$ cat config.mk
export PLATFORM = sky130hd
export DESIGN_NAME = best_fit_partition_allocator
export DESIGN_NICKNAME = d
export VERILOG_FILES = /design/src/rtl/bfpa_pkg.sv /design/src/rtl/bfpa_ram.sv /design/src/rtl/bfpa_scan.sv /design/src/rtl/best_fit_partition_allocator.sv
export SDC_FILE = /design/constraint.sdc
export NUM_CORES = 1
export LEC_CHECK = 0
export ABC_AREA = 1
export CORE_AREA = 10 10 211 313
export CTS_CLUSTER_SIZE = 30
export DETAILED_ROUTE_END_ITERATION = 12
export DIE_AREA = 0 0 221 323
export DONT_BUFFER_PORTS = 1
export PLACE_DENSITY_LB_ADDON = 0.05
export REMOVE_ABC_BUFFERS = 1
export SYNTH_ARGS = -nofsm -noshare
export SYNTH_HDL_FRONTEND = slang
export SYNTH_SLANG_ARGS = --single-unit
$ cat constraint.sdc
create_clock -name clk_i -period 3.5 [get_ports clk_i]
set_clock_uncertainty 0.15 [all_clocks]
set_input_delay 1.05 -clock clk_i [delete_from_list [all_inputs] [get_ports clk_i]]
set_output_delay 1.05 -clock clk_i [all_outputs]
set_load 0.1 [all_outputs]
$ cat src/rtl/bfpa_pkg.sv
// ----------------------------------------------------------------------------
// bfpa_pkg
// Shared types and codes of the best-fit partition allocator.
// ----------------------------------------------------------------------------
package bfpa_pkg;

  localparam int CMD_W    = 2;
  localparam int REQ_W    = 16;
  localparam int PART_W   = 4;
  localparam int STATUS_W = 2;
  localparam int REM_W    = 16;
  localparam int CNT_W    = 5;

  localparam logic [CMD_W-1:0] CMD_LOAD    = 2'd0;
  localparam logic [CMD_W-1:0] CMD_ALLOC   = 2'd1;
  localparam logic [CMD_W-1:0] CMD_RELEASE = 2'd2;

  localparam logic [STATUS_W-1:0] STATUS_OK     = 2'd0;
  localparam logic [STATUS_W-1:0] STATUS_NO_FIT = 2'd1;
  localparam logic [STATUS_W-1:0] STATUS_RANGE  = 2'd2;

  typedef struct packed {
    logic [CMD_W-1:0]  cmd;
    logic [REQ_W-1:0]  request_size;
    logic [PART_W-1:0] partition;
  } cmd_item_t;

  typedef struct packed {
    logic [STATUS_W-1:0] status;
    logic [PART_W-1:0]   granted_partition;
    logic [REM_W-1:0]    remaining_after;
  } result_t;

  // Control of the best-fit tracker: clear starts a new search, sample takes
  // one entry that the memory has just returned.
  typedef struct packed {
    logic clear;
    logic sample;
  } scan_ctl_t;

endpackage

$ cat src/rtl/bfpa_ram.sv
// ----------------------------------------------------------------------------
// bfpa_ram
// Generic simple dual-port RAM: one write port, one read port, registered read.
// ----------------------------------------------------------------------------
module bfpa_ram #(
  parameter int WIDTH = 16,
  parameter int DEPTH = 16,
  localparam int AW = (DEPTH > 1) ? $clog2(DEPTH) : 1
) (
  input  logic             clk_i,
  input  logic             we_i,
  input  logic [AW-1:0]    waddr_i,
  input  logic [WIDTH-1:0] wdata_i,
  input  logic [AW-1:0]    raddr_i,
  output logic [WIDTH-1:0] rdata_o
);

  logic [WIDTH-1:0] mem_q [DEPTH];
  logic [WIDTH-1:0] rdata_q;

  always_ff @(posedge clk_i) begin
    if (we_i) begin
      mem_q[waddr_i] <= wdata_i;
    end
    rdata_q <= mem_q[raddr_i];
  end

  assign rdata_o = rdata_q;

endmodule

$ cat src/rtl/bfpa_scan.sv
// ----------------------------------------------------------------------------
// bfpa_scan
// Best-fit tracker: keeps the smallest fitting free size seen in a search.
// ----------------------------------------------------------------------------
module bfpa_scan
  import bfpa_pkg::*;
#(
  parameter int SIZE_BITS = 16
) (
  input  logic                 clk_i,
  input  logic                 rst_ni,
  input  scan_ctl_t            ctl_i,
  input  logic [CNT_W-1:0]     idx_i,
  input  logic [SIZE_BITS-1:0] data_i,
  input  logic [REQ_W-1:0]     req_i,
  output logic                 found_o,
  output logic [CNT_W-1:0]     best_idx_o,
  output logic [SIZE_BITS-1:0] best_val_o
);

  localparam int CW = (SIZE_BITS > REQ_W) ? SIZE_BITS : REQ_W;

  logic                 found_q, found_d;
  logic [CNT_W-1:0]     best_idx_q;
  logic [SIZE_BITS-1:0] best_val_q;
  logic                 take;

  // Strict less-than keeps the lower index on a tie.
  assign take = ctl_i.sample && (CW'(data_i) >= CW'(req_i)) &&
                (!found_q || (data_i < best_val_q));

  always_comb begin
    found_d = found_q;
    if (ctl_i.clear) begin
      found_d = 1'b0;
    end else if (take) begin
      found_d = 1'b1;
    end
  end

  always_ff @(posedge clk_i or negedge rst_ni) begin
    if (!rst_ni) begin
      found_q <= 1'b0;
    end else begin
      found_q <= found_d;
    end
  end

  always_ff @(posedge clk_i) begin
    if (take) begin
      best_idx_q <= idx_i;
      best_val_q <= data_i;
    end
  end

  assign found_o    = found_q;
  assign best_idx_o = best_idx_q;
  assign best_val_o = best_val_q;

endmodule

$ cat src/rtl/best_fit_partition_allocator.sv
// ----------------------------------------------------------------------------
// best_fit_partition_allocator
// Best-fit allocator over a set of partitions whose free sizes live in a RAM.
// ----------------------------------------------------------------------------
// A command is taken when start is high and busy is low; its one result is on
// result_o for a single cycle with result_valid_o high and cannot be held off.
// A load writes its entry directly; a release reads, then writes back. An
// allocate reads every partition in use through the single RAM read port and
// then writes the chosen one back, if one fits. Out-of-range loads and
// releases, the unused command and an allocate with no partitions in use answer
// without leaving the idle state. After reset the block clears the RAM, one
// entry a cycle, and stays busy until every entry is cleared.
module best_fit_partition_allocator
  import bfpa_pkg::*;
#(
  parameter int NUM_PARTITIONS = 16,
  parameter int SIZE_BITS      = 16
) (
  input  logic             clk_i,
  input  logic             rst_ni,
  input  logic             start,
  output logic             busy,
  input  cmd_item_t        item_i,
  output logic             result_valid_o,
  output result_t          result_o,
  input  logic             cfg_we_i,
  input  logic [CNT_W-1:0] cfg_wdata_i
);

  localparam int AW  = (NUM_PARTITIONS > 1) ? $clog2(NUM_PARTITIONS) : 1;
  localparam int CW  = (SIZE_BITS > REQ_W) ? SIZE_BITS : REQ_W;
  localparam int SW  = CW + 1;
  localparam int NW  = $clog2(NUM_PARTITIONS + 1);
  localparam int NCW = (NW > CNT_W) ? NW : CNT_W;
  localparam logic [SIZE_BITS-1:0] SizeMax = '1;

  localparam logic [2:0] S_CLEAR  = 3'd0;
  localparam logic [2:0] S_IDLE   = 3'd1;
  localparam logic [2:0] S_RMW    = 3'd2;
  localparam logic [2:0] S_SCAN   = 3'd3;
  localparam logic [2:0] S_COMMIT = 3'd4;

  logic [2:0]       state_q, state_d;
  logic [CNT_W-1:0] count_q;
  logic [CNT_W-1:0] cnt_q, cnt_d;
  logic [AW-1:0]    clr_q, clr_d;
  logic [REQ_W-1:0]  req_q;
  logic [PART_W-1:0] part_q;
  logic             res_valid_q, res_valid_d;
  result_t          res_q, res_d;

  logic                 ram_we;
  logic [AW-1:0]        ram_waddr, ram_raddr;
  logic [SIZE_BITS-1:0] ram_wdata, ram_rdata;

  scan_ctl_t            scan_ctl;
  logic                 found;
  logic [CNT_W-1:0]     best_idx;
  logic [SIZE_BITS-1:0] best_val;

  logic [CNT_W-1:0]     n_eff;
  logic                 accept;
  logic                 in_range;
  logic [SIZE_BITS-1:0] load_val;
  logic [SW-1:0]        rel_sum;
  logic [SIZE_BITS-1:0] rel_val;
  logic [SIZE_BITS-1:0] alloc_val;

  // A count above the store acts as the store size.
  assign n_eff = (NCW'(count_q) > NCW'(NUM_PARTITIONS)) ? CNT_W'(NUM_PARTITIONS) : count_q;

  assign accept   = start && !busy;
  assign in_range = CNT_W'(item_i.partition) < n_eff;
  assign load_val = (CW'(item_i.request_size) > CW'(SizeMax)) ?
                    SizeMax : SIZE_BITS'(item_i.request_size);
  assign rel_sum  = SW'(ram_rdata) + SW'(req_q);
  assign rel_val  = (rel_sum > SW'(SizeMax)) ? SizeMax : SIZE_BITS'(rel_sum);
  assign alloc_val = best_val - SIZE_BITS'(req_q);

  always_comb begin
    state_d     = state_q;
    cnt_d       = cnt_q;
    clr_d       = clr_q;
    res_valid_d = 1'b0;
    res_d       = res_q;
    ram_we      = 1'b0;
    ram_waddr   = AW'(part_q);
    ram_wdata   = rel_val;
    ram_raddr   = AW'(item_i.partition);
    scan_ctl    = '0;

    unique case (state_q)
      S_CLEAR: begin
        ram_we    = 1'b1;
        ram_waddr = clr_q;
        ram_wdata = '0;
        clr_d     = clr_q + AW'(1);
        if (clr_q == AW'(NUM_PARTITIONS - 1)) begin
          state_d = S_IDLE;
        end
      end
      S_IDLE: begin
        if (accept) begin
          res_d.granted_partition = item_i.partition;
          res_d.remaining_after   = '0;
          res_d.status            = STATUS_OK;
          case (item_i.cmd)
            CMD_LOAD: begin
              res_valid_d = 1'b1;
              if (in_range) begin
                ram_we    = 1'b1;
                ram_waddr = AW'(item_i.partition);
                ram_wdata = load_val;
                res_d.remaining_after = REM_W'(load_val);
              end else begin
                res_d.status = STATUS_RANGE;
              end
            end
            CMD_RELEASE: begin
              if (in_range) begin
                state_d = S_RMW;
              end else begin
                res_valid_d  = 1'b1;
                res_d.status = STATUS_RANGE;
              end
            end
            CMD_ALLOC: begin
              if (n_eff == '0) begin
                res_valid_d             = 1'b1;
                res_d.status            = STATUS_NO_FIT;
                res_d.granted_partition = '0;
              end else begin
                scan_ctl.clear = 1'b1;
                ram_raddr      = '0;
                cnt_d          = CNT_W'(1);
                state_d        = S_SCAN;
              end
            end
            default: begin
              res_valid_d = 1'b1;
            end
          endcase
        end
      end
      S_RMW: begin
        ram_we                = 1'b1;
        res_valid_d           = 1'b1;
        res_d.status          = STATUS_OK;
        res_d.remaining_after = REM_W'(rel_val);
        state_d               = S_IDLE;
      end
      S_SCAN: begin
        // The RAM returns the entry whose read was issued in the previous cycle.
        scan_ctl.sample = 1'b1;
        if (cnt_q < n_eff) begin
          ram_raddr = AW'(cnt_q);
          cnt_d     = cnt_q + CNT_W'(1);
        end else begin
          state_d = S_COMMIT;
        end
      end
      S_COMMIT: begin
        res_valid_d = 1'b1;
        state_d     = S_IDLE;
        if (found) begin
          ram_we                  = 1'b1;
          ram_waddr               = AW'(best_idx);
          ram_wdata               = alloc_val;
          res_d.status            = STATUS_OK;
          res_d.granted_partition = PART_W'(best_idx);
          res_d.remaining_after   = REM_W'(alloc_val);
        end else begin
          res_d.status            = STATUS_NO_FIT;
          res_d.granted_partition = '0;
          res_d.remaining_after   = '0;
        end
      end
      default: begin
        state_d = S_IDLE;
      end
    endcase
  end

  always_ff @(posedge clk_i or negedge rst_ni) begin
    if (!rst_ni) begin
      state_q     <= S_CLEAR;
      count_q     <= '0;
      cnt_q       <= '0;
      clr_q       <= '0;
      res_valid_q <= 1'b0;
    end else begin
      state_q     <= state_d;
      cnt_q       <= cnt_d;
      clr_q       <= clr_d;
      res_valid_q <= res_valid_d;
      if (cfg_we_i) begin
        count_q <= cfg_wdata_i;
      end
    end
  end

  always_ff @(posedge clk_i) begin
    res_q <= res_d;
    if (accept) begin
      req_q  <= item_i.request_size;
      part_q <= item_i.partition;
    end
  end

  bfpa_ram #(
    .WIDTH (SIZE_BITS),
    .DEPTH (NUM_PARTITIONS)
  ) u_ram (
    .clk_i   (clk_i),
    .we_i    (ram_we),
    .waddr_i (ram_waddr),
    .wdata_i (ram_wdata),
    .raddr_i (ram_raddr),
    .rdata_o (ram_rdata)
  );

  bfpa_scan #(
    .SIZE_BITS (SIZE_BITS)
  ) u_scan (
    .clk_i      (clk_i),
    .rst_ni     (rst_ni),
    .ctl_i      (scan_ctl),
    .idx_i      (cnt_q - CNT_W'(1)),
    .data_i     (ram_rdata),
    .req_i      (req_q),
    .found_o    (found),
    .best_idx_o (best_idx),
    .best_val_o (best_val)
  );

  assign busy           = (state_q != S_IDLE);
  assign result_valid_o = res_valid_q;
  assign result_o       = res_q;

  // A read-modify-write always ends in a result transfer.
  a_rmw_result: assert property (@(posedge clk_i) disable iff (!rst_ni)
    (state_q == S_RMW || state_q == S_COMMIT) |=> res_valid_q)
    else $error("read-modify-write without a result");

  // No result comes out of the clearing pass.
  a_clear_quiet: assert property (@(posedge clk_i) disable iff (!rst_ni)
    (state_q == S_CLEAR) |-> !res_valid_q)
    else $error("result during clearing pass");

  // A granted allocation never reports a partition outside the count in use.
  a_grant_range: assert property (@(posedge clk_i) disable iff (!rst_ni)
    (state_q == S_COMMIT && found) |-> (best_idx < n_eff))
    else $error("granted partition beyond count");

  // The scan never addresses past the partitions in use.
  a_scan_bound: assert property (@(posedge clk_i) disable iff (!rst_ni)
    (state_q == S_SCAN) |-> (cnt_q <= n_eff && cnt_q != '0))
    else $error("scan counter out of bounds");

endmodule
==> metrics <==
Clock transition at path regs 60 ps; WS Path Type reg2reg; largest net degree at the start of global routing 130; startpoint types flop; CTS Sinks 353; Core Region 0.0606 mm^2; IO Pins 55; Final nets 2,015; commonest non-fill, non-tap cell in the layout nand2_1; Psw 8830 uW; layout cells sized above 1 9.58%; synthesized instance count 1,854; non-filler cells in the finished layout 2,724; max-cap violation count 0; Final period util 92.4%; Comb pwr share 40.9%; Num CTS Buffers 39; Pint 11,600 uW; WP data arrival 3500 ps; die height 323 um; part of the power in registers 39.7%; DRT Wirelength 58.9 mm; WL/cell 21.6 um; RSZ-0062 raised after global routing no; initial drt markers 843; Final Util 34.2%; # port buffers 0; Setup TNS Final 0 ps; met3 WL 1.98 mm; met2 routed WL 30.1 mm; final worst slack 265 ps; CTS tree done; GRT Util Overall 16.3%; Yosys cell types 41; Worst EP required 3760 ps; Crit Path Max Fanout 16; Net Sw Frac 43.3%; Fin. Hold Viols 0; H-Tree Depth 2; M1 wire length 24.5 mm; Final setup viols 0; GPL Wtd Cong 0.856; worst skew pair latency 580 ps; Top Metal Used met4; Seq/Total Area, Yosys 57.8%; actual slew at the worst max-slew pin 959 ps; DRT Pass-1 Iters 6; Power Density 986 mW/mm^2; # rows 111; Max Fclk 309 MHz; die area 0.0714 mm^2; pre-CTS setup slack -95.3 ps; Inst Count DP 2,654; Peak VDD IR 423 uV; Clock Tree Buf Depth 3; Syn Area/Cell 9.65 um^2; commonest cells after routing, fill and taps aside 428 x nand2_1, 393 x nand3_1, 318 x edfxtp_1; slew margin rel. 35.9%; Pleak 0.00877 uW; Root Buffer clkbuf_16; first-pass GRT wire length 88.4 mm; crit end category flop; vias in the first global route 13,461; HPWL Detailed 42.2 mm; Routed Antenna Nets 0; status complete, no violations; Hold/Removal Path Class reg2reg; Cell Area, Synth 0.0179 mm^2; antenna violations before repair 0; Starting Density 29.6%; Layout area overhead 15.6%; Die W 221 um; gr ovfl total 0; drt drc 0; YS warnings 0; FF+latch count, synth 353; vias per cell 4.80; Slew Limit Fails 0; Tmin final 3240 ps; clock power share 19.4%; Vias 13,066
routing by layer:
metal	vias to the layer above	GRT usage (%)
li1	6406	-
met3	97	2.55
met1	6339	18.7
met4	0	6.97
met5	-	0
met2	224	29.6
state kept, by name, indices dropped and copies added (netlist names), 3 cells and up:
signal and flops:
u_ram.mem_q 256, result_o 22, req_q 16, u_ram.rdata_o 16, u_scan.best_val_o 16, cnt_q 5
count_q 5, clr_q 4, part_q 4, u_scan.best_idx_o 4, state_q 3
cell families (layout without fill, tap and decap cells):
kind of cell    after synthesis  after routing  share of synthesized area [%]
fa+ha+maj                    78             78                           5.54
compound gates              149            149                           4.71
other cells                   0              1                              0
flops                       353            353                           57.8
xor+xnor                     16             16                          0.783
mux                           4              4                          0.252
buf+inv                     327            405                           7.99
simple gates                927            927                           22.9
worst paths after layout:
check                         start                 end  slack [ps]  cells after the start
min                        clr_q[3]            clr_q[3]         350                      1
max in group asynchronous    rst_ni          count_q[1]        1700                      1
min reg2reg                clr_q[3]            clr_q[3]         350                      1
max reg2reg                req_q[0]  u_ram.mem_q[10][5]         260                     15
max                        req_q[0]  u_ram.mem_q[10][5]         260                     15
min in group asynchronous    rst_ni            clr_q[0]         920                      1
synth_stat cells, drive strengths merged:
library cell | count | area (um^2)
nor2 | 59 | 226
dfrtp | 19 | 475
nor3 | 17 | 85.1
xnor2 | 2 | 17.5
o21bai | 5 | 37.5
a211oi | 2 | 15.0
o21a | 2 | 15.0
a21oi | 71 | 355
a221oi | 1 | 8.76
clkbuf | 9 | 33.8
nand3b | 3 | 22.5
o211ai | 6 | 45.0
nand4 | 10 | 77.6
buf | 65 | 447
clkinv | 2 | 7.51
inv | 251 | 942
edfxtp | 318 | 9550
nor4 | 1 | 6.26
fa | 2 | 40.0
o31ai | 4 | 30.0
mux2 | 4 | 45.0
o22ai | 2 | 25.0
a21o | 4 | 30.0
dfxtp | 16 | 320
nand2 | 431 | 1620
a31o | 1 | 8.76
nand3 | 397 | 2010
ha | 76 | 951
or2 | 9 | 56.3
xor2 | 14 | 123
o2111ai | 2 | 17.5
a21boi | 1 | 7.51
o21ai | 42 | 210
a31oi | 6 | 37.5
cell type report:
| cell class | instances | area (um^2) |
|---|---|---|
| antenna | 1 | 2.50 |
| timing repair buffer | 85 | 1030 |
| tap | 791 | 990 |
| clock inverter | 15 | 96.3 |
| clock buffer | 52 | 1080 |
| multi-input combinational | 1174 | 6200 |
| inverter | 253 | 953 |
| sequential | 353 | 10300 |
| fill | 6252 | 39900 |
metrics by stage:
| stage | power (uW) | hold WS (ps) | cell area [um^2] |
|---|---|---|---|
| CTS | 20800 | 352 | 20700 |
| global route | 21700 | 371 | 20700 |
| detailed placement | 16700 | 340 | 19500 |
| finish | 20400 | 351 | 20700 |
| global placement | 16700 | 334 | 19500 |
| floorplan | 12300 | 301 | 17400 |
what timing repair did:
item / CTS / global route
endpoints found under the setup margin: 0 / 254
buffers inserted: 0 / 1
gates resized for setup: 0 / 1
endpoints found under the hold margin: 19 / 0
hold buffers: 1 / 0
power groups by stage:
| stage | combinational [uW] | clock [uW] | sequential [uW] |
|---|---|---|---|
| 6_report | 8340 | 3960 | 8110 |
| 5_1_grt | 9250 | 4220 | 8210 |
| 4_1_cts | 8530 | 4100 | 8130 |
| 3_5_place_dp | 8490 | 0 | 8220 |
| 3_3_place_gp | 8530 | 0 | 8210 |
| 2_1_floorplan | 4160 | 0 | 8100 |
critical path, cell delays in order, from the launching register on:
cell        delay [ps]
edfxtp_1           410
ha_1               250
inv_1               70
fa_1               420
nand3b_1           200
nand2_1            140
nand3_1             90
nand2_1            100
nand2_1             60
nand2_1            150
clkinvlp_4         240
nand2_1            120
buf_4              140
o21ai_0             90
nand4_1            210
buf_12             190
(Power assumes the default switching activity.)
